File: src/design/csfu_pkg.sv
// Shared types and codes of the checked stack-frame unit.
// Holds the action, error and register index codes and the structs between modules.
// No dependencies.
package csfu_pkg;

    typedef enum logic [2:0] {
        ACT_PUSH       = 3'd0,
        ACT_POP        = 3'd1,
        ACT_READ_LOCAL = 3'd2,
        ACT_WRITE_LOCAL = 3'd3,
        ACT_SAVE_PC    = 3'd4,
        ACT_RESTORE_PC = 3'd5
    } t_action;

    typedef enum logic [2:0] {
        ERR_OK       = 3'd0,
        ERR_OVERFLOW = 3'd1,
        ERR_UNDERFLOW = 3'd2,
        ERR_REUSE    = 3'd3,
        ERR_RANGE    = 3'd4
    } t_err;

    typedef enum logic [2:0] {
        CFG_FRAME_BASE   = 3'd0,
        CFG_OPERAND_BASE = 3'd1,
        CFG_STACK_END    = 3'd2,
        CFG_BOUND_CHECKS = 3'd3,
        CFG_REUSE_CHECKS = 3'd4
    } t_cfg_idx;

    localparam int unsigned CfgIdxBits  = 3;
    localparam int unsigned CfgDataBits = 9;
    localparam int unsigned InWordBits  = 16;
    localparam int unsigned PcBits      = 16;
    localparam int unsigned IndexBits   = 8;

    typedef struct packed {
        logic [7:0] frame_base;
        logic [8:0] operand_base;
        logic [8:0] stack_end;
        logic       bound_checks_on;
        logic       reuse_checks_on;
        logic       top_load;
    } t_cfg;

    typedef struct packed {
        logic                 rd_sel;
        logic                 rpc_sel;
        logic [IndexBits-1:0] slot_given;
        t_err                 error_code;
    } t_s1;

endpackage

File: src/design/csfu_out.sv
// Result register of the stack-frame unit and the master-side handshake.
// Depends on csfu_pkg for the stage struct and the field widths.
module csfu_out #(
    parameter int unsigned WORD_BITS = 16
) (
    input  logic                              i_clk,
    input  logic                              i_rst_n,
    input  logic                              i_s1_valid,
    input  csfu_pkg::t_s1                     i_s1,
    input  logic [WORD_BITS-1:0]              i_st_rdata,
    input  logic [csfu_pkg::PcBits-1:0]       i_rt_rdata,
    output logic                              o_s1_adv,
    output logic                              o_valid,
    input  logic                              i_ready,
    output logic [47:0]                       o_data
);

    logic        r_valid;
    logic [47:0] r_data;
    logic [47:0] n_data;
    logic [15:0] read_word;
    logic [15:0] restored_pc;

    assign o_s1_adv    = i_s1_valid && (!r_valid || i_ready);
    assign read_word   = i_s1.rd_sel ? i_st_rdata[15:0] : 16'd0;
    assign restored_pc = i_s1.rpc_sel ? i_rt_rdata : 16'd0;
    assign n_data      = {5'd0, i_s1.error_code, i_s1.slot_given, restored_pc, read_word};

    always_ff @(posedge i_clk) begin
        if (!i_rst_n) begin
            r_valid <= 1'b0;
        end else if (o_s1_adv) begin
            r_valid <= 1'b1;
        end else if (i_ready) begin
            r_valid <= 1'b0;
        end
    end

    always_ff @(posedge i_clk) begin
        if (o_s1_adv) begin
            r_data <= n_data;
        end
    end

    assign o_valid = r_valid;
    assign o_data  = r_data;

endmodule

File: config.mk
export PLATFORM = sky130hd
export DESIGN_NAME = csfu_out
export DESIGN_NICKNAME = d
export VERILOG_FILES = /design/src/design/csfu_pkg.sv /design/src/design/csfu_out.sv
export SDC_FILE = /design/constraint.sdc
export NUM_CORES = 1
export LEC_CHECK = 0
export BUFFER_PORTS_ARGS = -buffer_cell sky130_fd_sc_hd__buf_2
export CAP_MARGIN = 25
export CORE_ASPECT_RATIO = 0.75
export CORE_MARGIN = 2
export CORE_UTILIZATION = 38
export CTS_CLUSTER_DIAMETER = 120
export DETAILED_ROUTE_END_ITERATION = 12
export GPL_TIMING_DRIVEN = 0
export PLACE_DENSITY = 0.75
export SYNTH_ARGS = -nofsm -noshare
export SYNTH_HDL_FRONTEND = slang
export SYNTH_SLANG_ARGS = --single-unit
File: constraint.sdc
create_clock -name i_clk -period 2.6 [get_ports i_clk]
set_input_delay 0.13 -clock i_clk [delete_from_list [all_inputs] [get_ports i_clk]]
set_output_delay 0.13 -clock i_clk [all_outputs]
set_load 0.02 [all_outputs]
==> impl_results.md <==
* CTS Sinks at 44
* Hold Slack at 0.0152 ns
* Antenna violations before repair at 0
* Antenna cells at 0
* Crit. End Element: output port
* Reg2reg start: o_valid
* Finished Layout Cells at ~250
* Die Area at between 4000 and 5000 µm²
* H-tree Lvls at 2
* CTS-repair resized insts at 0
* Setup Buffers After CTS at 0
* DRT Wirelength at 3030 µm
* Die Wd at between 70 and 80 µm
* Count of final setup violators at 0
* PD cells at between 600 and 700 nW/µm²
* Global Route Usage Sum at 0.130
* Post-Syn Instances at between 80 and 90
* Site Rows at 20
* Root Driver: clkbuf_8
* Fin. Hold Viols at 0
* Top-Level Pins at just under 100
* Leak Pwr at between 1 and 1.5 nW
* Seq cells post-synth at 44
* Netlist cell types at 9
* Fin crit share at 0.677
* Area contributors post-synth: edfxtp_1 (79%), and2_2 (12%), and2_1 (2.3%)
* Worst EP required at 2.47 ns
* Status: completed
* Chip Height at about 61 µm
* RSZ-0062 raised after global routing: no
* Layout cells sized above 1 at 0.696
* CTS clk-pin slew, worst paths at approximately 0.08 ns
* Arrival time at the worst endpoint at 1.63 ns
* CTS tree: yes
* Largest area contributor in the netlist: edfxtp_1
* Hold Crit Depth at 1
* Via Count at 1046
* Sequential fraction of the synthesis area at 0.806
* Synthesis-to-finish area growth at 44.6%
* Routed vias/inst at ~4.2
* Hold Crit Class: in2reg
* Routed WL per cell at between 10 and 15 µm
* CP Class: reg2out
* Post-route DRC at 0
* Clock Latency Late Sink at 0.29 ns
* Largest net degree at the start of global routing at 30
* Clock Skew at about 0.0072 ns
* Yosys warns at 0
* Peak supply drop at roughly 0.35 mV
* Antenna Nets Post-Route at 0
* Setup WS pre-CTS at 1.13 ns
* Synth top area share at 0.793
* Placer Congestion at 0.645
* Crit path time final at ~1.8 ns
* Max Buffers Root-to-Sink at 2
* TritonRoute pass-1 iters at 4
* Max-cap violations at 0
* Initial drt markers at 37
* Crit path from: o_valid
* Slew Limit Fails at 0
* Hold_buf cts at 0
* Register-to-Register Path Depth at 3
* Setup_tns at 0 ns
* Initial cell density of the core at 0.399
* GRT overflow at 0
* Num CTS Buffers at 5
* Setup slack after layout at approximately 0.84 ns
* First-pass GRT wire length at between 4000 and 5000 µm
* Cell total after placement at 240
* Layout Nets at between 200 and 250
* Critical Path Source Type: flop
* Core Area at roughly 4000 µm²
* Min-delay src: i_s1[5]
* Top achievable clock speed at around 0.57 GHz
* Buffers on Ports at 93
* Synth Cell Area at 1630 µm²
* Post-Syn Area per Cell at about 19 µm²
* Vias in the first global route at 958
* Crit-path max FO at 29
synth_stat cells, drive strengths merged:
master	count
buf	7
edfxtp	43
and2	32
dfxtp	1
o21a	1
nor2b	2
conb	1
layout make-up:
class	count	area, µm²
well taps	55	68.8
plain buffers	7	60.1
repair buffers	96	505
fillers	341	1730
clock inverters	2	60.1
flip-flops and latches	44	1310
clock buffers	5	68.8
multi-input cells	40	279
registers in the layout (all words and copies together), names as in the netlist:
signal   flops
o_valid      1
o_data      43
layer usage:
metal | track usage | routed length [µm]
met2 | 0.210 | 1380
met4 | 0.0813 | 60
met5 | 0 | 0
met1 | 0.155 | 1240
met3 | 0.0402 | 346
final timing paths:
| path | to | slack (ns) |
|---|---|---|
| max | o_s1_adv | 0.84 |
| min reg2reg | o_valid | 0.68 |
| min | o_data[34] | 0.02 |
| max reg2reg | o_data[5] | 1.15 |
per-stage QoR:
stage	instance area, µm²	power [mW]	util
after detailed placement	2200	1.06	0.540
after global routing	2350	1.71	0.577
after CTS	2330	1.65	0.572
after global placement	2180	1.05	0.534
after floorplan	1650	0.971	-
final	2350	1.63	0.577
power by group:
part | switching (mW) | internal, mW | leakage, nW
clock | 0.212 | 0.378 | 0.0642
sequential | 0.00927 | 0.830 | 0.434
combinational | 0.117 | 0.0862 | 0.564
critical path: stages (launching register included):
cell and delay, ns:
dfxtp_1 0.31, nor2b_1 0.16, nor2b_4 0.42, buf_12 0.26, buf_2 0.19
cells by family after synthesis:
group,share of synthesized area
flops,0.806
simple gates,0.151
buf+inv,0.0369
compound gates,0.00461
other cells,0.00230
cell usage in the layout (no fill, tap or decap), drive strengths merged:
| cell type | count |
|---|---|
| edfxtp | 43 |
| and2 | 32 |
| o21a | 1 |
| nor2b | 2 |
| clkbuf | 5 |
| conb | 5 |
| buf | 101 |
| dlygate4sd3 | 2 |
| bufinv | 2 |
| dfxtp | 1 |
No activity file was read; power rests on OpenSTA's default activity.
