[src/design/csfu_pkg.sv]
// Shared types and codes of the checked stack-frame unit.
// Holds the action, error and register index codes and the structs between modules.
// No dependencies.
package csfu_pkg;

    typedef enum logic [2:0] {
        ACT_PUSH       = 3'd0,
        ACT_POP        = 3'd1,
        ACT_READ_LOCAL = 3'd2,
        ACT_WRITE_LOCAL = 3'd3,
        ACT_SAVE_PC    = 3'd4,
        ACT_RESTORE_PC = 3'd5
    } t_action;

    typedef enum logic [2:0] {
        ERR_OK       = 3'd0,
        ERR_OVERFLOW = 3'd1,
        ERR_UNDERFLOW = 3'd2,
        ERR_REUSE    = 3'd3,
        ERR_RANGE    = 3'd4
    } t_err;

    typedef enum logic [2:0] {
        CFG_FRAME_BASE   = 3'd0,
        CFG_OPERAND_BASE = 3'd1,
        CFG_STACK_END    = 3'd2,
        CFG_BOUND_CHECKS = 3'd3,
        CFG_REUSE_CHECKS = 3'd4
    } t_cfg_idx;

    localparam int unsigned CfgIdxBits  = 3;
    localparam int unsigned CfgDataBits = 9;
    localparam int unsigned InWordBits  = 16;
    localparam int unsigned PcBits      = 16;
    localparam int unsigned IndexBits   = 8;

    typedef struct packed {
        logic [7:0] frame_base;
        logic [8:0] operand_base;
        logic [8:0] stack_end;
        logic       bound_checks_on;
        logic       reuse_checks_on;
        logic       top_load;
    } t_cfg;

    typedef struct packed {
        logic                 rd_sel;
        logic                 rpc_sel;
        logic [IndexBits-1:0] slot_given;
        t_err                 error_code;
    } t_s1;

endpackage

[src/design/csfu_cfg.sv]
// Configuration registers of the stack-frame unit.
// Depends on csfu_pkg for the register index codes and the t_cfg struct.
module csfu_cfg (
    input  logic                               i_clk,
    input  logic                               i_rst_n,
    input  logic                               i_cfg_we,
    input  logic [csfu_pkg::CfgIdxBits-1:0]    i_cfg_idx,
    input  logic [csfu_pkg::CfgDataBits-1:0]   i_cfg_data,
    output csfu_pkg::t_cfg                     o_cfg
);

    logic [7:0] r_frame_base, n_frame_base;
    logic [8:0] r_operand_base, n_operand_base;
    logic [8:0] r_stack_end, n_stack_end;
    logic       r_bound_on, n_bound_on;
    logic       r_reuse_on, n_reuse_on;
    logic       top_load;

    always_comb begin
        n_frame_base   = r_frame_base;
        n_operand_base = r_operand_base;
        n_stack_end    = r_stack_end;
        n_bound_on     = r_bound_on;
        n_reuse_on     = r_reuse_on;
        top_load       = 1'b0;
        if (i_cfg_we) begin
            case (csfu_pkg::t_cfg_idx'(i_cfg_idx))
                csfu_pkg::CFG_FRAME_BASE: begin
                    n_frame_base = i_cfg_data[7:0];
                end
                csfu_pkg::CFG_OPERAND_BASE: begin
                    n_operand_base = i_cfg_data;
                    top_load       = 1'b1;
                end
                csfu_pkg::CFG_STACK_END: begin
                    n_stack_end = i_cfg_data;
                end
                csfu_pkg::CFG_BOUND_CHECKS: begin
                    n_bound_on = i_cfg_data[0];
                end
                csfu_pkg::CFG_REUSE_CHECKS: begin
                    n_reuse_on = i_cfg_data[0];
                end
                default: begin
                end
            endcase
        end
    end

    always_ff @(posedge i_clk) begin
        if (!i_rst_n) begin
            r_frame_base   <= 8'd0;
            r_operand_base <= 9'd0;
            r_stack_end    <= 9'd256;
            r_bound_on     <= 1'b1;
            r_reuse_on     <= 1'b1;
        end else begin
            r_frame_base   <= n_frame_base;
            r_operand_base <= n_operand_base;
            r_stack_end    <= n_stack_end;
            r_bound_on     <= n_bound_on;
            r_reuse_on     <= n_reuse_on;
        end
    end

    // The new operand base goes out with the load flag so the stack top follows it.
    assign o_cfg.frame_base      = r_frame_base;
    assign o_cfg.operand_base    = top_load ? n_operand_base : r_operand_base;
    assign o_cfg.stack_end       = r_stack_end;
    assign o_cfg.bound_checks_on = r_bound_on;
    assign o_cfg.reuse_checks_on = r_reuse_on;
    assign o_cfg.top_load        = top_load;

endmodule

[config.mk]
export PLATFORM = sky130hd
export DESIGN_NAME = csfu_cfg
export DESIGN_NICKNAME = d
export VERILOG_FILES = /design/src/design/csfu_pkg.sv /design/src/design/csfu_cfg.sv
export SDC_FILE = /design/constraint.sdc
export NUM_CORES = 1
export LEC_CHECK = 0
export ABC_AREA = 1
export BUFFER_PORTS_ARGS = -buffer_cell sky130_fd_sc_hd__buf_4
export CORE_ASPECT_RATIO = 1.2
export CORE_MARGIN = 3
export CORE_UTILIZATION = 33
export CTS_CLUSTER_SIZE = 40
export DETAILED_ROUTE_END_ITERATION = 10
export PLACE_DENSITY = 0.68
export SKIP_CTS_REPAIR_TIMING = 1
export SLEW_MARGIN = 40
export SYNTH_ARGS = -nofsm -noshare
export SYNTH_HDL_FRONTEND = slang
export SYNTH_SLANG_ARGS = --single-unit
[constraint.sdc]
create_clock -name i_clk -period 1.3 [get_ports i_clk]
set_input_delay 0.26 -clock i_clk [delete_from_list [all_inputs] [get_ports i_clk]]
set_output_delay 0.26 -clock i_clk [all_outputs]
set_load 0.03 [all_outputs]
==> flow_summary_export.csv <==
group,metric,value,unit
placed_design,dp.final_hpwl,2360,um
sta,fin_skew,0,ps
grt,gr-total-overflow,0,
sta,worst_pin_slew,369,ps
die,placementRows,24,
die,chipWidth,62.6,um
worst_setup_path,slowest_stage,"buf_12",
finish,layout-area-overhead-vs-synth,58.9,%
worst_setup_path,startpoint,"i_cfg_we",
clock_tree,clock-root-buffer,"clkbuf_8",
grt,grt_usage,13.5,%
die,chipHeight,73.9,um
sta,finalHoldViolCount,0,
worst_setup_path,required,1040,ps
drt,drt_iter0_markers,40,
sta,finalWorstSetupSlack,-22.9,ps
synth,syn_inst,190,
sta,fmax,756,MHz
synth,syn_nets,205,
clock_tree,cts_sinks,28,
drt,ant_nets,0,
finish,nets,262,
drt,drcViolationCount,0,
die,start_util,34.6,%
sta,relSlewSlack,75.4,%
grt,grt_first_pass_wirelength,5090,um
worst_setup_path,crit_fanout,7,
drt,wire_per_inst,11.4,um
finish,fin_util,55.0,%
worst_setup_path,critical_path.top_delay_family,"buffers and inverters",
synth,yosysUniqueCellTypes,15,
finish,num_antenna_cells,0,
grt,grt_pass1_vias,1182,
outcome,violations,"negative setup slack",
drt,via_count,1310,
clock_tree,cts_tree,"done",
synth,synth_area,0.00127,mm2
power,powerDensity,935,mW/mm2
clock_tree,clock_latency,270,ps
worst_setup_path,max_stage_delay,160,ps
placed_design,gp_congestion,0.797,
clock_tree,cts_buffers,3,
worst_setup_path,crit_buf_inv,5,
sta,drv_slew,0,
worst_setup_path,crit_chain,"buf_8 -> inv_4 -> nor2_4 -> buf_12 -> nand2_8 -> nand2_4 -> nand2_2 -> inv_2 -> buf_6",
sta,period_needed,1320,ps
power,power,1.88,mW
clock_tree,path_clk_slew,90,ps
synth,yosysWarnings,0,
min_path,min_path_type,"input port to register",
worst_setup_path,cp-end-kind,"output pin",
worst_setup_path,critical_path_class,"input port to output pin",
die,pin_count,44,
sta,setup_viol,6,
power,ir_drop,0.000496,V
die,core_area,0.00366,mm2
clock_tree,clockBufferDepth,2,
synth,ys_seq_area_share,44.2,%
sta,rsz0062_at_grt,"true",
worst_setup_path,timing.critical_path.arrival,1060,ps
die,dieArea,0.00462,mm2
worst_setup_path,startpoint_type,"input port",
grt,grt_max_degree,16,
drt,drt_wl_total,3390,um
worst_setup_path,rr_startpoint,"r_operand_base[2]",
outcome,run_status,"finished, violations left",
flow_run,cap_violations,0,
finish,drive_gt1_share,41.9,%
finish,fillers,370,
clock_tree,htreeDepth,1,
sta,fin_crit_sh,102,%
drt,first_pass_iters,4,
grt,antenna_found_initial,0,
power,p_leak,0.984,nW
drt,routed_via_density,4.40,
synth,ys_ff_latch,28,
synth,avgSynthCellArea,6.67,um2
min_path,min_from,"i_cfg_data[8]",
placed_design,io_buffers,43,
-- worst reg2reg max path: cells and delay by family (launching register included) --
kind | cells | cell delay, ps
buf+inv | 2 | 180
flops | 1 | 320
simple gates | 3 | 190
-- where the power goes --
part           switching [mW]  internal (mW)
registers              0.0139          0.888
logic                   0.259          0.187
clock network           0.266          0.271
total                   0.538           1.35
-- sequential cells by signal, indices dropped and copies added, names as in the netlist --
name / count
r_operand_base: 9
r_bound_on: 1
r_frame_base: 8
r_stack_end: 9
r_reuse_on: 1
-- cells by family (layout without fill, tap and decap cells) --
logic type / after synthesis / count (layout) / synth area share, %
and+or+nand+nor: 118 / 120 / 40.4
AOI/OAI and AO/OA: 2 / 2 / 0.790
buffers and inverters: 42 / 96 / 14.6
DFF: 28 / 28 / 44.2
-- cell usage in the layout, fill, tap and decap left out, drive strengths merged --
cell type	n
nor2	48
dfxtp	28
nand3	29
nand4	2
inv	33
clkbuf	4
o21ai	2
nand2	41
clkinv	1
buf	58
-- layer usage --
metal | track usage, % | wire length, um | share of wire [%]
met1 | 17.0 | 1410 | 42
met4 | 5.15 | 51 | 1.5
met3 | 1.22 | 115 | 3.4
met2 | 23.9 | 1820 | 54
met5 | 0 | 0 | 0
-- synth_stat cells --
cell | instances | area (um2)
inv_1 | 32 | 120
clkinv_1 | 1 | 3.75
inv_2 | 1 | 3.75
buf_4 | 6 | 45.0
o21ai_0 | 2 | 10.0
nand2_4 | 1 | 11.3
buf_2 | 1 | 5.00
nor2_4 | 2 | 22.5
nand3_1 | 29 | 145
nor2_1 | 43 | 161
dfxtp_1 | 28 | 561
nor2_2 | 2 | 12.5
nand4_1 | 2 | 12.5
nand2_1 | 39 | 146
clkbuf_4 | 1 | 7.51
-- path summary, 6_finish.rpt --
check	end	cells past startpoint	slack, ps
max	o_cfg[15]	9	-20
max reg2reg	r_operand_base[2]	5	540
min reg2reg	r_reuse_on	2	470
min	r_stack_end[8]	3	210
-- metrics by stage --
| step | instance area, um2 | std cells | TNS, ps | hold WS, ps | setup WS (ps) |
|---|---|---|---|---|---|
| after CTS | 1770 | 295 | -619 | 202 | -84.7 |
| after floorplan | 1270 | 190 | 0 | 386 | 86.2 |
| after global routing | 2010 | 298 | -568 | 212 | -79.1 |
| final | 2010 | 298 | -63.9 | 206 | -22.9 |
| after detailed placement | 1720 | 291 | -615 | 458 | -85.2 |
| after global placement | 1720 | 291 | -499 | 452 | -69.7 |
-- layout make-up --
class | count | area [um2] | share of cell area, %
Multi-Input combinational cell | 122 | 692 | 34.3
Sequential cell | 28 | 561 | 27.8
Timing Repair Buffer | 58 | 509 | 25.3
Inverter | 34 | 133 | 6.58
Tap cell | 52 | 65.1 | 3.23
Clock buffer | 4 | 55.1 | 2.73
No activity file was read; power rests on OpenSTA's default activity.
