$ cat src/design/csfu_pkg.sv
// Shared types and codes of the checked stack-frame unit.
// Holds the action, error and register index codes and the structs between modules.
// No dependencies.
package csfu_pkg;

    typedef enum logic [2:0] {
        ACT_PUSH       = 3'd0,
        ACT_POP        = 3'd1,
        ACT_READ_LOCAL = 3'd2,
        ACT_WRITE_LOCAL = 3'd3,
        ACT_SAVE_PC    = 3'd4,
        ACT_RESTORE_PC = 3'd5
    } t_action;

    typedef enum logic [2:0] {
        ERR_OK       = 3'd0,
        ERR_OVERFLOW = 3'd1,
        ERR_UNDERFLOW = 3'd2,
        ERR_REUSE    = 3'd3,
        ERR_RANGE    = 3'd4
    } t_err;

    typedef enum logic [2:0] {
        CFG_FRAME_BASE   = 3'd0,
        CFG_OPERAND_BASE = 3'd1,
        CFG_STACK_END    = 3'd2,
        CFG_BOUND_CHECKS = 3'd3,
        CFG_REUSE_CHECKS = 3'd4
    } t_cfg_idx;

    localparam int unsigned CfgIdxBits  = 3;
    localparam int unsigned CfgDataBits = 9;
    localparam int unsigned InWordBits  = 16;
    localparam int unsigned PcBits      = 16;
    localparam int unsigned IndexBits   = 8;

    typedef struct packed {
        logic [7:0] frame_base;
        logic [8:0] operand_base;
        logic [8:0] stack_end;
        logic       bound_checks_on;
        logic       reuse_checks_on;
        logic       top_load;
    } t_cfg;

    typedef struct packed {
        logic                 rd_sel;
        logic                 rpc_sel;
        logic [IndexBits-1:0] slot_given;
        t_err                 error_code;
    } t_s1;

endpackage

$ cat src/design/csfu_ctrl.sv
// Decision logic, stack top, return count, used marks and first pipeline stage.
// Depends on csfu_pkg; drives the word store and return-address table ports.
module csfu_ctrl #(
    parameter int unsigned STORE_WORDS  = 256,
    parameter int unsigned RETURN_SLOTS = 16,
    parameter int unsigned WORD_BITS    = 16,
    parameter int unsigned ADDR_W       = 8,
    parameter int unsigned SLOT_AW      = 4
) (
    input  logic                                i_clk,
    input  logic                                i_rst_n,
    input  csfu_pkg::t_cfg                      i_cfg,
    input  logic                                i_req_valid,
    output logic                                o_req_ready,
    input  logic [2:0]                          i_action,
    input  logic [csfu_pkg::InWordBits-1:0]     i_word_value,
    input  logic [csfu_pkg::IndexBits-1:0]      i_local_index,
    input  logic [csfu_pkg::PcBits-1:0]         i_current_pc,
    input  logic [csfu_pkg::IndexBits-1:0]      i_saved_slot,
    input  logic                                i_s1_adv,
    output logic                                o_s1_valid,
    output csfu_pkg::t_s1                       o_s1,
    output logic                                o_st_we,
    output logic [ADDR_W-1:0]                   o_st_waddr,
    output logic [WORD_BITS-1:0]                o_st_wdata,
    output logic                                o_st_re,
    output logic [ADDR_W-1:0]                   o_st_raddr,
    output logic                                o_rt_we,
    output logic [SLOT_AW-1:0]                  o_rt_waddr,
    output logic [csfu_pkg::PcBits-1:0]         o_rt_wdata,
    output logic                                o_rt_re,
    output logic [SLOT_AW-1:0]                  o_rt_raddr
);

    localparam int unsigned TOP_W = ADDR_W + 1;
    localparam int unsigned CMP_W = (TOP_W > 9) ? TOP_W + 1 : 10;
    localparam int unsigned CNT_W = $clog2(RETURN_SLOTS + 1);

    logic [TOP_W-1:0]        r_top, n_top;
    logic [CNT_W-1:0]        r_count, n_count;
    logic [RETURN_SLOTS-1:0] r_used, n_used;
    logic                    r_s1_valid;
    csfu_pkg::t_s1           r_s1, n_s1;

    logic                    accept;
    logic [8:0]              loc;
    logic [CMP_W-1:0]        loc_w, top_w, end_w, ob_w;
    logic [TOP_W-1:0]        top_dec;
    logic                    loc_bad;
    logic                    slot_bad;
    logic                    table_full;
    logic [SLOT_AW-1:0]      slot_idx;
    logic [SLOT_AW-1:0]      count_idx;

    assign o_req_ready = !r_s1_valid || i_s1_adv;
    assign accept      = i_req_valid && o_req_ready;

    assign loc        = {1'b0, i_cfg.frame_base} + {1'b0, i_local_index};
    assign loc_w      = CMP_W'(loc);
    assign top_w      = CMP_W'(r_top);
    assign end_w      = CMP_W'(i_cfg.stack_end);
    assign ob_w       = CMP_W'(i_cfg.operand_base);
    assign top_dec    = r_top - TOP_W'(1);
    assign loc_bad    = i_cfg.bound_checks_on && (loc >= i_cfg.operand_base);
    assign slot_bad   = 9'(i_saved_slot) >= 9'(r_count);
    assign table_full = r_count >= CNT_W'(RETURN_SLOTS);
    assign slot_idx   = i_saved_slot[SLOT_AW-1:0];
    assign count_idx  = r_count[SLOT_AW-1:0];

    assign o_st_wdata = WORD_BITS'(i_word_value);
    assign o_rt_wdata = i_current_pc;
    assign o_rt_waddr = count_idx;
    assign o_rt_raddr = slot_idx;

    always_comb begin
        n_top      = r_top;
        n_count    = r_count;
        n_used     = r_used;
        n_s1       = r_s1;
        o_st_we    = 1'b0;
        o_st_re    = 1'b0;
        o_st_waddr = r_top[ADDR_W-1:0];
        o_st_raddr = top_dec[ADDR_W-1:0];
        o_rt_we    = 1'b0;
        o_rt_re    = 1'b0;
        if (accept) begin
            n_s1.rd_sel     = 1'b0;
            n_s1.rpc_sel    = 1'b0;
            n_s1.slot_given = '0;
            n_s1.error_code = csfu_pkg::ERR_OK;
            case (csfu_pkg::t_action'(i_action))
                csfu_pkg::ACT_PUSH: begin
                    if (i_cfg.bound_checks_on && top_w >= end_w) begin
                        n_s1.error_code = csfu_pkg::ERR_OVERFLOW;
                    end else begin
                        o_st_we = 1'b1;
                        n_top   = r_top + TOP_W'(1);
                    end
                end
                csfu_pkg::ACT_POP: begin
                    if (i_cfg.bound_checks_on && top_w <= ob_w) begin
                        n_s1.error_code = csfu_pkg::ERR_UNDERFLOW;
                    end else begin
                        o_st_re     = 1'b1;
                        n_s1.rd_sel = 1'b1;
                        n_top       = top_dec;
                    end
                end
                csfu_pkg::ACT_READ_LOCAL: begin
                    o_st_raddr = loc_w[ADDR_W-1:0];
                    if (loc_bad) begin
                        n_s1.error_code = csfu_pkg::ERR_OVERFLOW;
                    end else begin
                        o_st_re     = 1'b1;
                        n_s1.rd_sel = 1'b1;
                    end
                end
                csfu_pkg::ACT_WRITE_LOCAL: begin
                    o_st_waddr = loc_w[ADDR_W-1:0];
                    if (loc_bad) begin
                        n_s1.error_code = csfu_pkg::ERR_OVERFLOW;
                    end else begin
                        o_st_we = 1'b1;
                    end
                end
                csfu_pkg::ACT_SAVE_PC: begin
                    if (table_full) begin
                        n_s1.error_code = csfu_pkg::ERR_RANGE;
                    end else begin
                        o_rt_we             = 1'b1;
                        n_used[count_idx]   = 1'b0;
                        n_s1.slot_given     = 8'(r_count);
                        n_count             = r_count + CNT_W'(1);
                    end
                end
                csfu_pkg::ACT_RESTORE_PC: begin
                    if (slot_bad) begin
                        n_s1.error_code = csfu_pkg::ERR_RANGE;
                    end else if (i_cfg.reuse_checks_on && r_used[slot_idx]) begin
                        n_s1.error_code = csfu_pkg::ERR_REUSE;
                    end else begin
                        o_rt_re          = 1'b1;
                        n_used[slot_idx] = 1'b1;
                        n_s1.rpc_sel     = 1'b1;
                    end
                end
                default: begin
                end
            endcase
        end
        if (i_cfg.top_load) begin
            n_top = ob_w[TOP_W-1:0];
        end
    end

    always_ff @(posedge i_clk) begin
        if (!i_rst_n) begin
            r_top      <= '0;
            r_count    <= '0;
            r_used     <= '0;
            r_s1_valid <= 1'b0;
        end else begin
            r_top   <= n_top;
            r_count <= n_count;
            r_used  <= n_used;
            if (accept) begin
                r_s1_valid <= 1'b1;
            end else if (i_s1_adv) begin
                r_s1_valid <= 1'b0;
            end
        end
    end

    always_ff @(posedge i_clk) begin
        r_s1 <= n_s1;
    end

    assign o_s1_valid = r_s1_valid;
    assign o_s1       = r_s1;

endmodule

$ cat config.mk
export PLATFORM = sky130hd
export DESIGN_NAME = csfu_ctrl
export DESIGN_NICKNAME = d
export VERILOG_FILES = /design/src/design/csfu_pkg.sv /design/src/design/csfu_ctrl.sv
export SDC_FILE = /design/constraint.sdc
export NUM_CORES = 1
export LEC_CHECK = 0
export BUFFER_PORTS_ARGS = -buffer_cell sky130_fd_sc_hd__buf_2
export CORE_MARGIN = 10
export CORE_UTILIZATION = 51
export DETAILED_ROUTE_END_ITERATION = 6
export PLACE_DENSITY = 0.84
export SLEW_MARGIN = 10
export SYNTH_ARGS = -nofsm -noshare
export SYNTH_HDL_FRONTEND = slang
export SYNTH_SLANG_ARGS = --single-unit
$ cat constraint.sdc
create_clock -name i_clk -period 6.4 [get_ports i_clk]
set_input_delay 0.64 -clock i_clk [delete_from_list [all_inputs] [get_ports i_clk]]
set_output_delay 0.64 -clock i_clk [all_outputs]
set_load 0.03 [all_outputs]
==> metrics.log, run 1 <==
INFO  metric die_area = between 10,000 and 15,000 µm²
INFO  metric cp_max_fo = 3
INFO  metric initial_utilization = 51.78%
INFO  metric clock_sinks = 41
INFO  metric postCtsSetupRepairBufs = 0
INFO  metric worst-setup-path-type = in -> out
INFO  metric p_leak = 1.898 nW
INFO  metric chipHeight = 108.1 µm
INFO  metric finalWorstSetupSlack = ~1.5 ns
INFO  metric syn_avg_cell_area = 8.319 µm²
INFO  metric place_ws = 1.588 ns
INFO  metric startpoint_type = primary input
INFO  metric antenna_found_initial = 0
INFO  metric post_cts_hold_buffer_count = 0
INFO  metric grt_start_max_net_pins = 33
INFO  metric topRoutingLayerUsed = met4
INFO  metric gpl.final_weighted_congestion = slightly below 0.9
INFO  metric timing.critical_path.cells = buf_2, ha_1, a21o_1, a21oi_1, o21bai_1, a2111oi_0, o21a_1, nor2_1, ha_1, o2111a_1, a221o_1, a31oi_1, o21ai_0, a21boi_0, buf_2
INFO  metric synth-edff-count = 10
INFO  metric wl_per_cell = between 15 and 20 µm
INFO  metric layout.core_utilization = 55.97%
INFO  metric finalNetCount = 649
INFO  metric fmax = 205.5 MHz
INFO  metric worst_ir_drop_vdd = 0.1147 mV
INFO  metric critical_path_buf_inv_count = 2
INFO  metric ys_warn_count = 0
INFO  metric post_synth_inst_count = 476
INFO  metric syn_to_final_growth = 8.089%
INFO  metric critPathRequiredTime = approximately 5.8 ns
INFO  metric grt_overflow_total = 0
INFO  metric place.port_buffers = 91
INFO  metric synth_async_sr_flop_share = 0%
INFO  metric tritoncts = yes
INFO  metric antenna_violating_nets_left = 0
INFO  metric rows = 32
INFO  metric post_synth_num_cell_types = 61
INFO  metric grt_pass1_vias = 3,743
INFO  metric final-hold-violation-count = 0
INFO  metric synth_seq_area_share = about a quarter
INFO  metric detailroute.wirelength.met2 = between 4 and 5 mm
INFO  metric layout-drive-gt1-share = a little under a quarter
INFO  metric placed_cell_area = 4178 µm²
INFO  metric insertedDiodeCount = 0
INFO  metric crit_path_top_delay_cell = a2111oi_0
INFO  metric worstHoldPathType = reg -> reg
INFO  metric detailed_place_hpwl = 8.742 mm
INFO  metric postSynth.topFlopCell = dfxtp_1
INFO  metric die_width = 108.1 µm
INFO  metric clk_root_buffer_cell = clkbuf_8
INFO  metric fin_total_pwr = between 0.7 and 0.8 mW
INFO  metric stdcell_area = 4280 µm²
INFO  metric clkLatencyLatePin = 0.30 ns
INFO  metric max-cap-violations = 0
INFO  metric num_vias = 3,803
INFO  metric clk_transition_reported_paths = 0.08 ns
INFO  metric met1_length = 4.609 mm
INFO  metric post-route-period-util = ~76%
INFO  metric ys_seq_elements = just over 40
INFO  metric nFillCells = approximately 660
INFO  metric number_of_pins_exceeding_their_max_slew_limit_in_the_final_report = 0
INFO  metric cts_made_buffers = 5
INFO  metric grt_pass1_wl = 17.67 mm
INFO  metric layout.area.seq = 920.9 µm²
INFO  metric worstSetupEndpointType = primary output
INFO  metric delay_of_the_slowest_cell_on_the_worst_path = ~0.62 ns
INFO  metric worstMarginPinSlew = 0.9414 ns
INFO  metric global_route_total_usage_across_every_layer = 18.01%
INFO  metric worst_ep_arrival_time = 4.23 ns
INFO  metric tightest_slew_margin_relative_to_the_limit = roughly 37%
INFO  metric h-tree-depth = 2
INFO  metric avgViaCountPerCell = 6.124
INFO  metric drt_wl_total = roughly 11 mm
INFO  metric final_period_minus_worst_setup_slack = around 4.9 ns
INFO  metric outcome = complete, no violations
INFO  metric cp_top_family = compound AO/OA/AOI/OAI gates
INFO  metric detail_route.drc_violations = 0
INFO  metric totalNegativeSetupSlack = 0 ns
INFO  metric detail_route.iter0.violations = 486
INFO  metric clock-skew-final = 0.009833 ns
INFO  metric pin_count = 159
INFO  metric cellPowerDensity = 176.6 nW/µm²
INFO  metric multiInputGateArea = 2505 µm²
INFO  metric grt_setup_unrepaired = false
INFO  metric route.met3.wl = ~1.3 mm
INFO  metric design.core.area = between 7000 and 8000 µm²
INFO  metric mappedNetlistArea = between 3000 and 4000 µm²
INFO  metric clock_path_buffers = 2
INFO  metric post_cts.resized_instances = 0
INFO  metric drt_pass1_iterations = 5
INFO  metric setup_viol_count_final = 0
[state kept, by name, summed over array words and instances, names as in the netlist]
signal	cells
r_used	16
o_s1	10
r_top	9
r_count	5
o_s1_valid	1
[Yosys cell counts, types with 4 or more instances]
cell type	instances	area share, %
nand2_1	30	2.8
nor4_1	9	1.4
mux4_2	5	2.8
nand2b_1	7	1.1
inv_1	40	3.8
mux2_2	7	2.0
a31oi_1	4	0.63
edfxtp_1	10	7.6
nand3_1	22	2.8
clkbuf_1	16	1.5
xnor2_1	12	2.7
a21o_1	10	1.9
o21ai_1	13	1.6
o211ai_1	13	2.5
nor2_1	15	1.4
nand4_1	5	0.79
ha_1	46	15
nor3_1	14	1.8
buf_4	43	8.2
nor2b_1	5	0.79
o21bai_1	4	0.76
and3_1	4	0.63
nor3b_1	6	1.1
dfxtp_1	31	16
a211oi_1	4	0.76
a21oi_1	15	1.9
o21ai_0	24	3.0
o311ai_0	4	0.88
a32oi_1	7	1.5
[cell families after synthesis]
| group | synth area share, % |
|---|---|
| buffers and inverters | 13.78 |
| muxes | 5.593 |
| other | 0.09470 |
| AOI/OAI and AO/OA | 21.01 |
| adders and majority gates | 15.04 |
| xor gates and xnor gates | 3.318 |
| DFF | 23.25 |
| and+or+nand+nor | 17.91 |
[area by class of cell]
| type | instances | share of cell area [%] |
|---|---|---|
| Tap cell | 102 | 2.982 |
| Clock inverter | 1 | 0.1169 |
| Multi-Input combinational cell | 336 | 58.52 |
| Sequential cell | 41 | 21.51 |
| Clock buffer | 7 | 2.280 |
| Timing Repair Buffer | 93 | 10.99 |
| Inverter | 41 | 3.595 |
[metal layers]
layer	global-route usage [%]	vias up
li1	-	1781
met1	22.99	1753
met5	0	-
met3	5.473	37
met2	27.89	232
met4	6.870	0
[placed cells by master, fill, tap and decap left out, types with 4 or more instances in the layout]
| master | instances |
|---|---|
| a211oi_1 | 4 |
| a21o_1 | 10 |
| a21oi_1 | 15 |
| a31oi_1 | 4 |
| a32oi_1 | 7 |
| and3_1 | 4 |
| buf_2 | 91 |
| clkbuf_8 | 5 |
| conb_1 | 4 |
| dfxtp_1 | 31 |
| edfxtp_1 | 10 |
| ha_1 | 46 |
| inv_1 | 40 |
| mux2_2 | 7 |
| mux4_2 | 5 |
| nand2_1 | 30 |
| nand2b_1 | 7 |
| nand3_1 | 22 |
| nand4_1 | 5 |
| nor2_1 | 15 |
| nor2b_1 | 5 |
| nor3_1 | 14 |
| nor3b_1 | 6 |
| nor4_1 | 9 |
| o211ai_1 | 13 |
| o21ai_0 | 24 |
| o21ai_1 | 13 |
| o21bai_1 | 4 |
| o311ai_0 | 4 |
| xnor2_1 | 12 |
[path summary, 6_finish.rpt]
check | startpoint | endpoint | slack (ns) | cells after the start
max | i_cfg[22] | o_st_re | 1.53 | 15
min | r_used[1]$_SDFFE_PN0P_ | r_used[1]$_SDFFE_PN0P_ | 0.50 | 2
max reg2reg | r_top[2]$_SDFFE_PN0P_ | r_top[1]$_SDFFE_PN0P_ | 3.36 | 7
min reg2reg | r_used[1]$_SDFFE_PN0P_ | r_used[1]$_SDFFE_PN0P_ | 0.50 | 2
[where the power goes]
group / internal [mW] / total, mW / switching [mW]
registers: 0.274 / 0.291 / 0.0162
logic: 0.101 / 0.274 / 0.173
clock network: 0.100 / 0.192 / 0.0915
[worst reg2reg max path, cell delays in order (launching register included)]
cell	delay, ns
dfxtp_1	0.66
ha_1	0.35
a21o_1	0.17
a21o_1	0.19
a2111oi_0	0.67
o211ai_1	0.52
a21oi_1	0.26
o32ai_1	0.10
[stage by stage]
| stage | std cells | hold WS [ns] |
|---|---|---|
| final | 621 | 0.5003 |
| after global routing | 621 | 0.5120 |
| after CTS | 621 | 0.4944 |
| after detailed placement | 613 | 0.4842 |
| after global placement | 613 | 0.4721 |
| after floorplan | 479 | 0.4359 |
Power figures use the tool's default switching activity.
==> run 2, diff against run 1 <==
--- a/config.mk
+++ b/config.mk
@@ -7,9 +7,9 @@
 export LEC_CHECK = 0
 export BUFFER_PORTS_ARGS = -buffer_cell sky130_fd_sc_hd__buf_2
 export CORE_MARGIN = 10
-export CORE_UTILIZATION = 51
+export CORE_UTILIZATION = 50
 export DETAILED_ROUTE_END_ITERATION = 6
-export PLACE_DENSITY = 0.84
+export PLACE_DENSITY = 0.82
 export SLEW_MARGIN = 10
 export SYNTH_ARGS = -nofsm -noshare
 export SYNTH_HDL_FRONTEND = slang
==> constraint.sdc (replaced) <==
create_clock -name i_clk -period 4.9 [get_ports i_clk]
set_input_delay 0.49 -clock i_clk [delete_from_list [all_inputs] [get_ports i_clk]]
set_output_delay 0.49 -clock i_clk [all_outputs]
set_load 0.03 [all_outputs]
==> run 2 against run 1 <==
Against the previous run:
- power increased by 27%
- via count decreased by 1.5%
- sequential share of layout area increased by 0.082 points
==> metrics.log, run 2 (same netlist as run 1, synthesis figures left out) <==
INFO  metric clock-skew-final = 0.01732 ns (+0.007488 ns)
INFO  metric pin_count = 159 (unchanged)
INFO  metric startpoint_type = primary input
INFO  metric detailed_place_hpwl = 8.724 mm (-0.21%)
INFO  metric grt_overflow_total = 0 (unchanged)
INFO  metric min_to = o_s1_valid$_SDFFE_PN0P_
INFO  metric detail_route.drc_violations = 0 (unchanged)
INFO  metric rows = 32 (unchanged)
INFO  metric cts_made_buffers = 5 (unchanged)
INFO  metric timing.critical_path.cells = buf_2, ha_1, a21o_1, a21oi_1, o21bai_1, a2111oi_1, o21a_1, nor2_1, ha_1, o2111a_1, a221o_1, a31oi_1, o21ai_0, a21boi_0, buf_2
INFO  metric drt_wl_total = 10.95 mm (-0.47%)
INFO  metric fmax = 221.4 MHz
INFO  metric finalNetCount = 649 (unchanged)
INFO  metric design.core.area = 7727 µm² (+1.0%)
INFO  metric antenna_found_initial = 0 (unchanged)
INFO  metric die_width = 109.0 µm (+0.81%)
INFO  metric crit_path_top_delay_cell = a2111oi_1
INFO  metric clock_path_buffers = 2 (unchanged)
INFO  metric final_period_minus_worst_setup_slack = 4.517 ns
INFO  metric busiest_layer = met2
INFO  metric number_of_cells_on_the_worst_reg_to_reg_path = 7 (unchanged)
INFO  metric worst-setup-path-type = in -> out
INFO  metric cp_max_fo = 3 (unchanged)
INFO  metric gpl.final_weighted_congestion = 0.9435 (+6.0%)
INFO  metric num_vias = 3,745 (-1.5%)
INFO  metric grt_use_met1 = 22.47% (-0.52 points)
INFO  metric detail_route.iter0.violations = 458 (-5.8%)
INFO  metric grt_pass1_wl = 17.89 mm (+1.3%)
INFO  metric worst_ir_drop_vdd = 0.1214 mV (+5.8%)
INFO  metric global_route_total_usage_across_every_layer = 18.08% (+0.061 points)
INFO  metric nFillCells = 696 (+4.8%)
INFO  metric final-hold-violation-count = 0 (unchanged)
INFO  metric tritoncts = yes
INFO  metric grt_setup_unrepaired = false
INFO  metric place.port_buffers = 91 (unchanged)
INFO  metric clock_sinks = 41 (unchanged)
INFO  metric grt_start_max_net_pins = 33 (unchanged)
INFO  metric avgViaCountPerCell = 6.031 (-1.5%)
INFO  metric grt_pass1_vias = 3,722 (-0.56%)
INFO  metric tightest_slew_margin_relative_to_the_limit = 29.73% (-7.0 points)
INFO  metric clkLatencyLatePin = 0.30 ns (about the same)
INFO  metric cp_top_family = compound AO/OA/AOI/OAI gates
INFO  metric setup_viol_count_final = 0 (unchanged)
INFO  metric grt_util_met3 = 5.133% (-0.34 points)
INFO  metric hold_start = i_req_valid
INFO  metric critPathRequiredTime = 4.41 ns (-1.35 ns)
INFO  metric chipHeight = 109.0 µm (+0.81%)
INFO  metric layout-drive-gt1-share = 22.54% (-0.19 points)
INFO  metric outcome = complete, no violations
INFO  metric mostFrequentLayoutCell = buf_2
INFO  metric clk_transition_reported_paths = 0.08 ns (about the same)
INFO  metric worstReg2RegStart = r_top[2]$_SDFFE_PN0P_
INFO  metric totalNegativeSetupSlack = 0 ns (unchanged)
INFO  metric post-route-period-util = between 90% and 100%
INFO  metric place_ws = 0.3746 ns (-1.213 ns)
INFO  metric h-tree-depth = 2 (unchanged)
INFO  metric max-cap-violations = 0 (unchanged)
INFO  metric critical_path.reg2reg.endpoint = r_top[1]$_SDFFE_PN0P_
INFO  metric post_cts_hold_buffer_count = 0 (unchanged)
INFO  metric syn_to_final_growth = 7.678%
INFO  metric max_ffs_per_register = 16 (unchanged)
INFO  metric initial_utilization = 51.25% (-0.54 points)
INFO  metric antenna_violating_nets_left = 0 (unchanged)
INFO  metric post_cts.resized_instances = 0 (unchanged)
INFO  metric reg2reg_setup_slack = 1.55 ns (-1.81 ns)
INFO  metric number_of_pins_exceeding_their_max_slew_limit_in_the_final_report = 0 (unchanged)
INFO  metric delay_of_the_slowest_cell_on_the_worst_path = 0.52 ns (-0.10 ns)
INFO  metric cellPowerDensity = 225.0 nW/µm² (+27%)
INFO  metric worst_ep_arrival_time = 4.03 ns (-0.20 ns)
INFO  metric p_leak = 1.887 nW (-0.58%)
INFO  metric max_flop_register = r_used
INFO  metric worstSetupEndpointType = primary output
INFO  metric worstMarginPinSlew = 1.027 ns (+0.08610 ns)
INFO  metric postCtsSetupRepairBufs = 0 (unchanged)
INFO  metric insertedDiodeCount = 0 (unchanged)
INFO  metric gr-usage-met2 = 28.71% (+0.82 points)
INFO  metric die_area = 11,880 µm² (+1.6%)
INFO  metric clk_root_buffer_cell = clkbuf_8
INFO  metric finalWorstSetupSlack = 0.3831 ns (-1.151 ns)
INFO  metric most_frequent_cells_in_the_layout = 91 x buf_2, 46 x ha_1, 40 x inv_1, 31 x dfxtp_1, 30 x nand2_1
INFO  metric critical_path_buf_inv_count = 2 (unchanged)
INFO  metric worstHoldPathType = in -> reg
INFO  metric wl_per_cell = 17.63 µm (-0.47%)
INFO  metric drt_pass1_iterations = 5 (unchanged)
INFO  metric worst_hold_path.num_cells = 3 (+1)
[run 2: layout make-up]
type	count	area, µm²	area share [%]
inverter	41	153.9	3.609
multi-input combinational	336	2506	58.77
sequential	41	920.9	21.60
clock buffer	7	76.32	1.790
clock inverter	1	8.758	0.2054
timing repair buffer	93	470.5	11.03
tap	102	127.6	2.993
[run 2: metrics by stage]
stage | cells | cell area [µm²] | power (mW) | util [%] | hold WS [ns]
6_report | 621 | 4264 | 0.9593 | 55.18 | 0.4397
5_1_grt | 621 | 4264 | 1.015 | 55.18 | 0.4374
4_1_cts | 621 | 4263 | 0.9562 | 55.17 | 0.4398
3_5_place_dp | 613 | 4178 | 0.7401 | 54.06 | 0.4819
3_3_place_gp | 613 | 4178 | 0.7267 | 54.06 | 0.4700
2_1_floorplan | 479 | 3971 | 0.6842 | - | 0.4359
[run 2: tightest hold or removal path: stages]
cell and delay, ns:
buf_2 0.10, inv_1 0.04, a21oi_1 0.05
[run 2: metal layers]
| layer | vias up | share of wire (%) |
|---|---|---|
| li1 | 1784 | - |
| met1 | 1687 | 41 |
| met2 | 243 | 44 |
| met3 | 31 | 12 |
| met4 | 0 | 2.6 |
| met5 | - | 0 |
[run 2: how the worst max path moves through the flow]
stage                   start       to  slack, ns  cells after the start
floorplan           i_cfg[21]  o_st_re       0.57                     14
global placement    i_cfg[22]  o_st_re       0.44                     15
detailed placement  i_cfg[22]  o_st_re       0.37                     15
CTS                 i_cfg[22]  o_st_re       0.34                     15
global route        i_cfg[22]  o_st_re       0.08                     15
finish              i_cfg[22]  o_st_re       0.38                     15
[run 2: report_power, final]
group,leakage (nW),switching (mW),internal (mW)
clock network,0.0424,0.120,0.102
logic,1.49,0.226,0.132
registers,0.353,0.0214,0.358
total,1.89,0.367,0.592
==> run 3, diff against run 2 <==
--- a/config.mk
+++ b/config.mk
@@ -10,6 +10,7 @@
 export CORE_UTILIZATION = 50
 export DETAILED_ROUTE_END_ITERATION = 6
 export PLACE_DENSITY = 0.82
+export RECOVER_POWER = 50
 export SLEW_MARGIN = 10
 export SYNTH_ARGS = -nofsm -noshare
 export SYNTH_HDL_FRONTEND = slang
==> run 3 against run 2 <==
Against the previous run:
- clock skew is 0.00088 ns lower
- critical endpoint unchanged
- largest power group unchanged
- global-route usage stayed put
- via count is 0.56% lower
==> metrics.log, run 3 (same netlist as run 1, synthesis figures left out) <==
INFO  metric outcome = complete, no violations
INFO  metric placed_cell_area = 4178 µm² (unchanged)
INFO  metric syn_to_final_growth = 7.141%
INFO  metric die_width = 109.0 µm (unchanged)
INFO  metric setup_viol_count_final = 0 (unchanged)
INFO  metric postCtsSetupRepairBufs = 0 (unchanged)
INFO  metric finalWorstSetupSlack = 0.3617 ns (-0.02146 ns)
INFO  metric detailed_place_hpwl = 8.724 mm (unchanged)
INFO  metric stdcell_area = 4243 µm² (-0.50%)
INFO  metric worst_ep_arrival_time = 4.05 ns (+0.02 ns)
INFO  metric chipHeight = 109.0 µm (unchanged)
INFO  metric max_flop_register = r_used
INFO  metric startpoint_type = primary input
INFO  metric global_route_total_usage_across_every_layer = 18.08% (unchanged)
INFO  metric clk_transition_reported_paths = 0.08 ns (about the same)
INFO  metric fmax = 220.3 MHz (-0.47%)
INFO  metric critPathRequiredTime = 4.41 ns (about the same)
INFO  metric post-route-period-util = 92.62% (+0.44 points)
INFO  metric clock_path_buffers = 2 (unchanged)
INFO  metric die_area = 11,880 µm² (unchanged)
INFO  metric finalNetCount = 649 (unchanged)
INFO  metric p_leak = 1.837 nW (-2.7%)
INFO  metric clk_root_buffer_cell = clkbuf_8
INFO  metric nFillCells = 706 (+1.4%)
INFO  metric grt_setup_unrepaired = false
INFO  metric final_period_minus_worst_setup_slack = 4.538 ns (+0.02146 ns)
INFO  metric finalHoldWorstSlack = 0.4413 ns (+0.001535 ns)
INFO  metric avgViaCountPerCell = 5.997 (-0.56%)
INFO  metric worstHoldPathType = in -> reg
INFO  metric clock-skew-final = 0.01644 ns (-0.0008776 ns)
INFO  metric cp_max_fo = 3 (unchanged)
INFO  metric detail_route.iter0.violations = 456 (-0.44%)
INFO  metric max_ffs_per_register = 16 (unchanged)
INFO  metric clock_sinks = 41 (unchanged)
INFO  metric insertedDiodeCount = 0 (unchanged)
INFO  metric antenna_violating_nets_left = 0 (unchanged)
INFO  metric num_vias = 3,724 (-0.56%)
INFO  metric mostFrequentLayoutCell = buf_2
INFO  metric cellPowerDensity = 225.4 nW/µm² (+0.20%)
INFO  metric drt_wl_total = 10.96 mm (+0.14%)
INFO  metric detail_route.drc_violations = 0 (unchanged)
INFO  metric grt_overflow_total = 0 (unchanged)
INFO  metric number_of_pins_exceeding_their_max_slew_limit_in_the_final_report = 0 (unchanged)
INFO  metric place.port_buffers = 91 (unchanged)
INFO  metric rows = 32 (unchanged)
INFO  metric worstSetupStartpoint = i_cfg[22]
INFO  metric max-cap-violations = 0 (unchanged)
INFO  metric clkLatencyLatePin = 0.30 ns (about the same)
INFO  metric layout-drive-gt1-share = 19.27% (-3.3 points)
INFO  metric place_ws = 0.3746 ns (unchanged)
INFO  metric grt_pass1_wl = 17.89 mm (unchanged)
INFO  metric worst_ir_drop_vdd = 0.1213 mV (about the same)
INFO  metric design.core.area = 7727 µm² (unchanged)
INFO  metric grt_pass1_vias = 3,722 (unchanged)
INFO  metric cts_made_buffers = 5 (unchanged)
INFO  metric tritoncts = yes
INFO  metric worstMarginPinSlew = 0.9822 ns (-0.04533 ns)
INFO  metric layout.area.seq = 920.9 µm² (unchanged)
INFO  metric multiInputGateArea = 2506 µm² (unchanged)
INFO  metric most_frequent_cells_in_the_layout = 74 x buf_2, 46 x ha_1, 40 x inv_1, 31 x dfxtp_1, 30 x nand2_1
INFO  metric pin_count = 159 (unchanged)
INFO  metric worst-setup-path-type = in -> out
INFO  metric tightest_slew_margin_relative_to_the_limit = 32.83% (+3.1 points)
INFO  metric wl_per_cell = 17.65 µm (+0.14%)
INFO  metric gpl.final_weighted_congestion = 0.9435 (unchanged)
INFO  metric worstSetupEndpointType = primary output
INFO  metric antenna_found_initial = 0 (unchanged)
INFO  metric worstReg2RegStart = r_top[2]$_SDFFE_PN0P_
INFO  metric initial_utilization = 51.25% (unchanged)
INFO  metric h-tree-depth = 2 (unchanged)
INFO  metric totalNegativeSetupSlack = 0 ns (unchanged)
INFO  metric hold_start = i_req_valid
INFO  metric grt_start_max_net_pins = 33 (unchanged)
INFO  metric post_cts_hold_buffer_count = 0 (unchanged)
INFO  metric final-hold-violation-count = 0 (unchanged)
INFO  metric drt_pass1_iterations = 5 (unchanged)
==> run 3: changes by cell type in the layout (fill, tap and decap cells not counted), sizes merged <==
cell	delta
buf	-17
clkbuf	+17
==> run 3: final timing paths <==
path,endpoint,slack [ns],depth (start not counted)
min reg2reg,r_used[15]$_SDFFE_PN0P_,0.49,2
min,o_s1_valid$_SDFFE_PN0P_,0.44,3
max,o_st_re,0.36,15
max reg2reg,r_top[1]$_SDFFE_PN0P_,1.60,7
==> run 3: worst max-delay path: stages <==
cell and delay [ns]:
buf_2 0.12, ha_1 0.29, a21o_1 0.17, a21oi_1 0.22, o21bai_1 0.12, a2111oi_1 0.52
o21a_1 0.25, nor2_1 0.06, ha_1 0.31, o2111a_1 0.17, a221o_1 0.35, a31oi_1 0.38
o21ai_0 0.19, a21boi_0 0.19, buf_2 0.22
==> run 3: report_power, final <==
group          switching, mW  total [mW]  internal [mW]
clock                  0.119       0.221          0.102
sequential            0.0214       0.380          0.358
combinational          0.226       0.356          0.130
==> run 3: through the flow <==
stage | util, % | power, mW | std cells
6_report | 54.91 | 0.9565 | 621
5_1_grt | 54.91 | 1.014 | 621
4_1_cts | 55.17 | 0.9562 | 621
3_5_place_dp | 54.06 | 0.7401 | 613
3_3_place_gp | 54.06 | 0.7267 | 613
2_1_floorplan | - | 0.6842 | 479
==> run 3: layout make-up <==
class	count	area share, %
Timing Repair Buffer	93	10.59
Sequential cell	41	21.70
Multi-Input combinational cell	336	59.07
Clock inverter	1	0.2064
Inverter	41	3.627
Tap cell	102	3.008
Clock buffer	7	1.799
==> run 3: routing by layer <==
metal	share of wire, %	vias up	track usage (%)
met5	0	-	0
met4	2.0	0	7.533
li1	-	1781	-
met2	45	238	28.71
met3	13	21	5.133
met1	41	1684	22.47
==> run 3: repair_timing <==
action,in CTS,in global routing
endpoints found under the setup margin,0,1
endpoints found under the hold margin,0,0
resized for setup,0,1
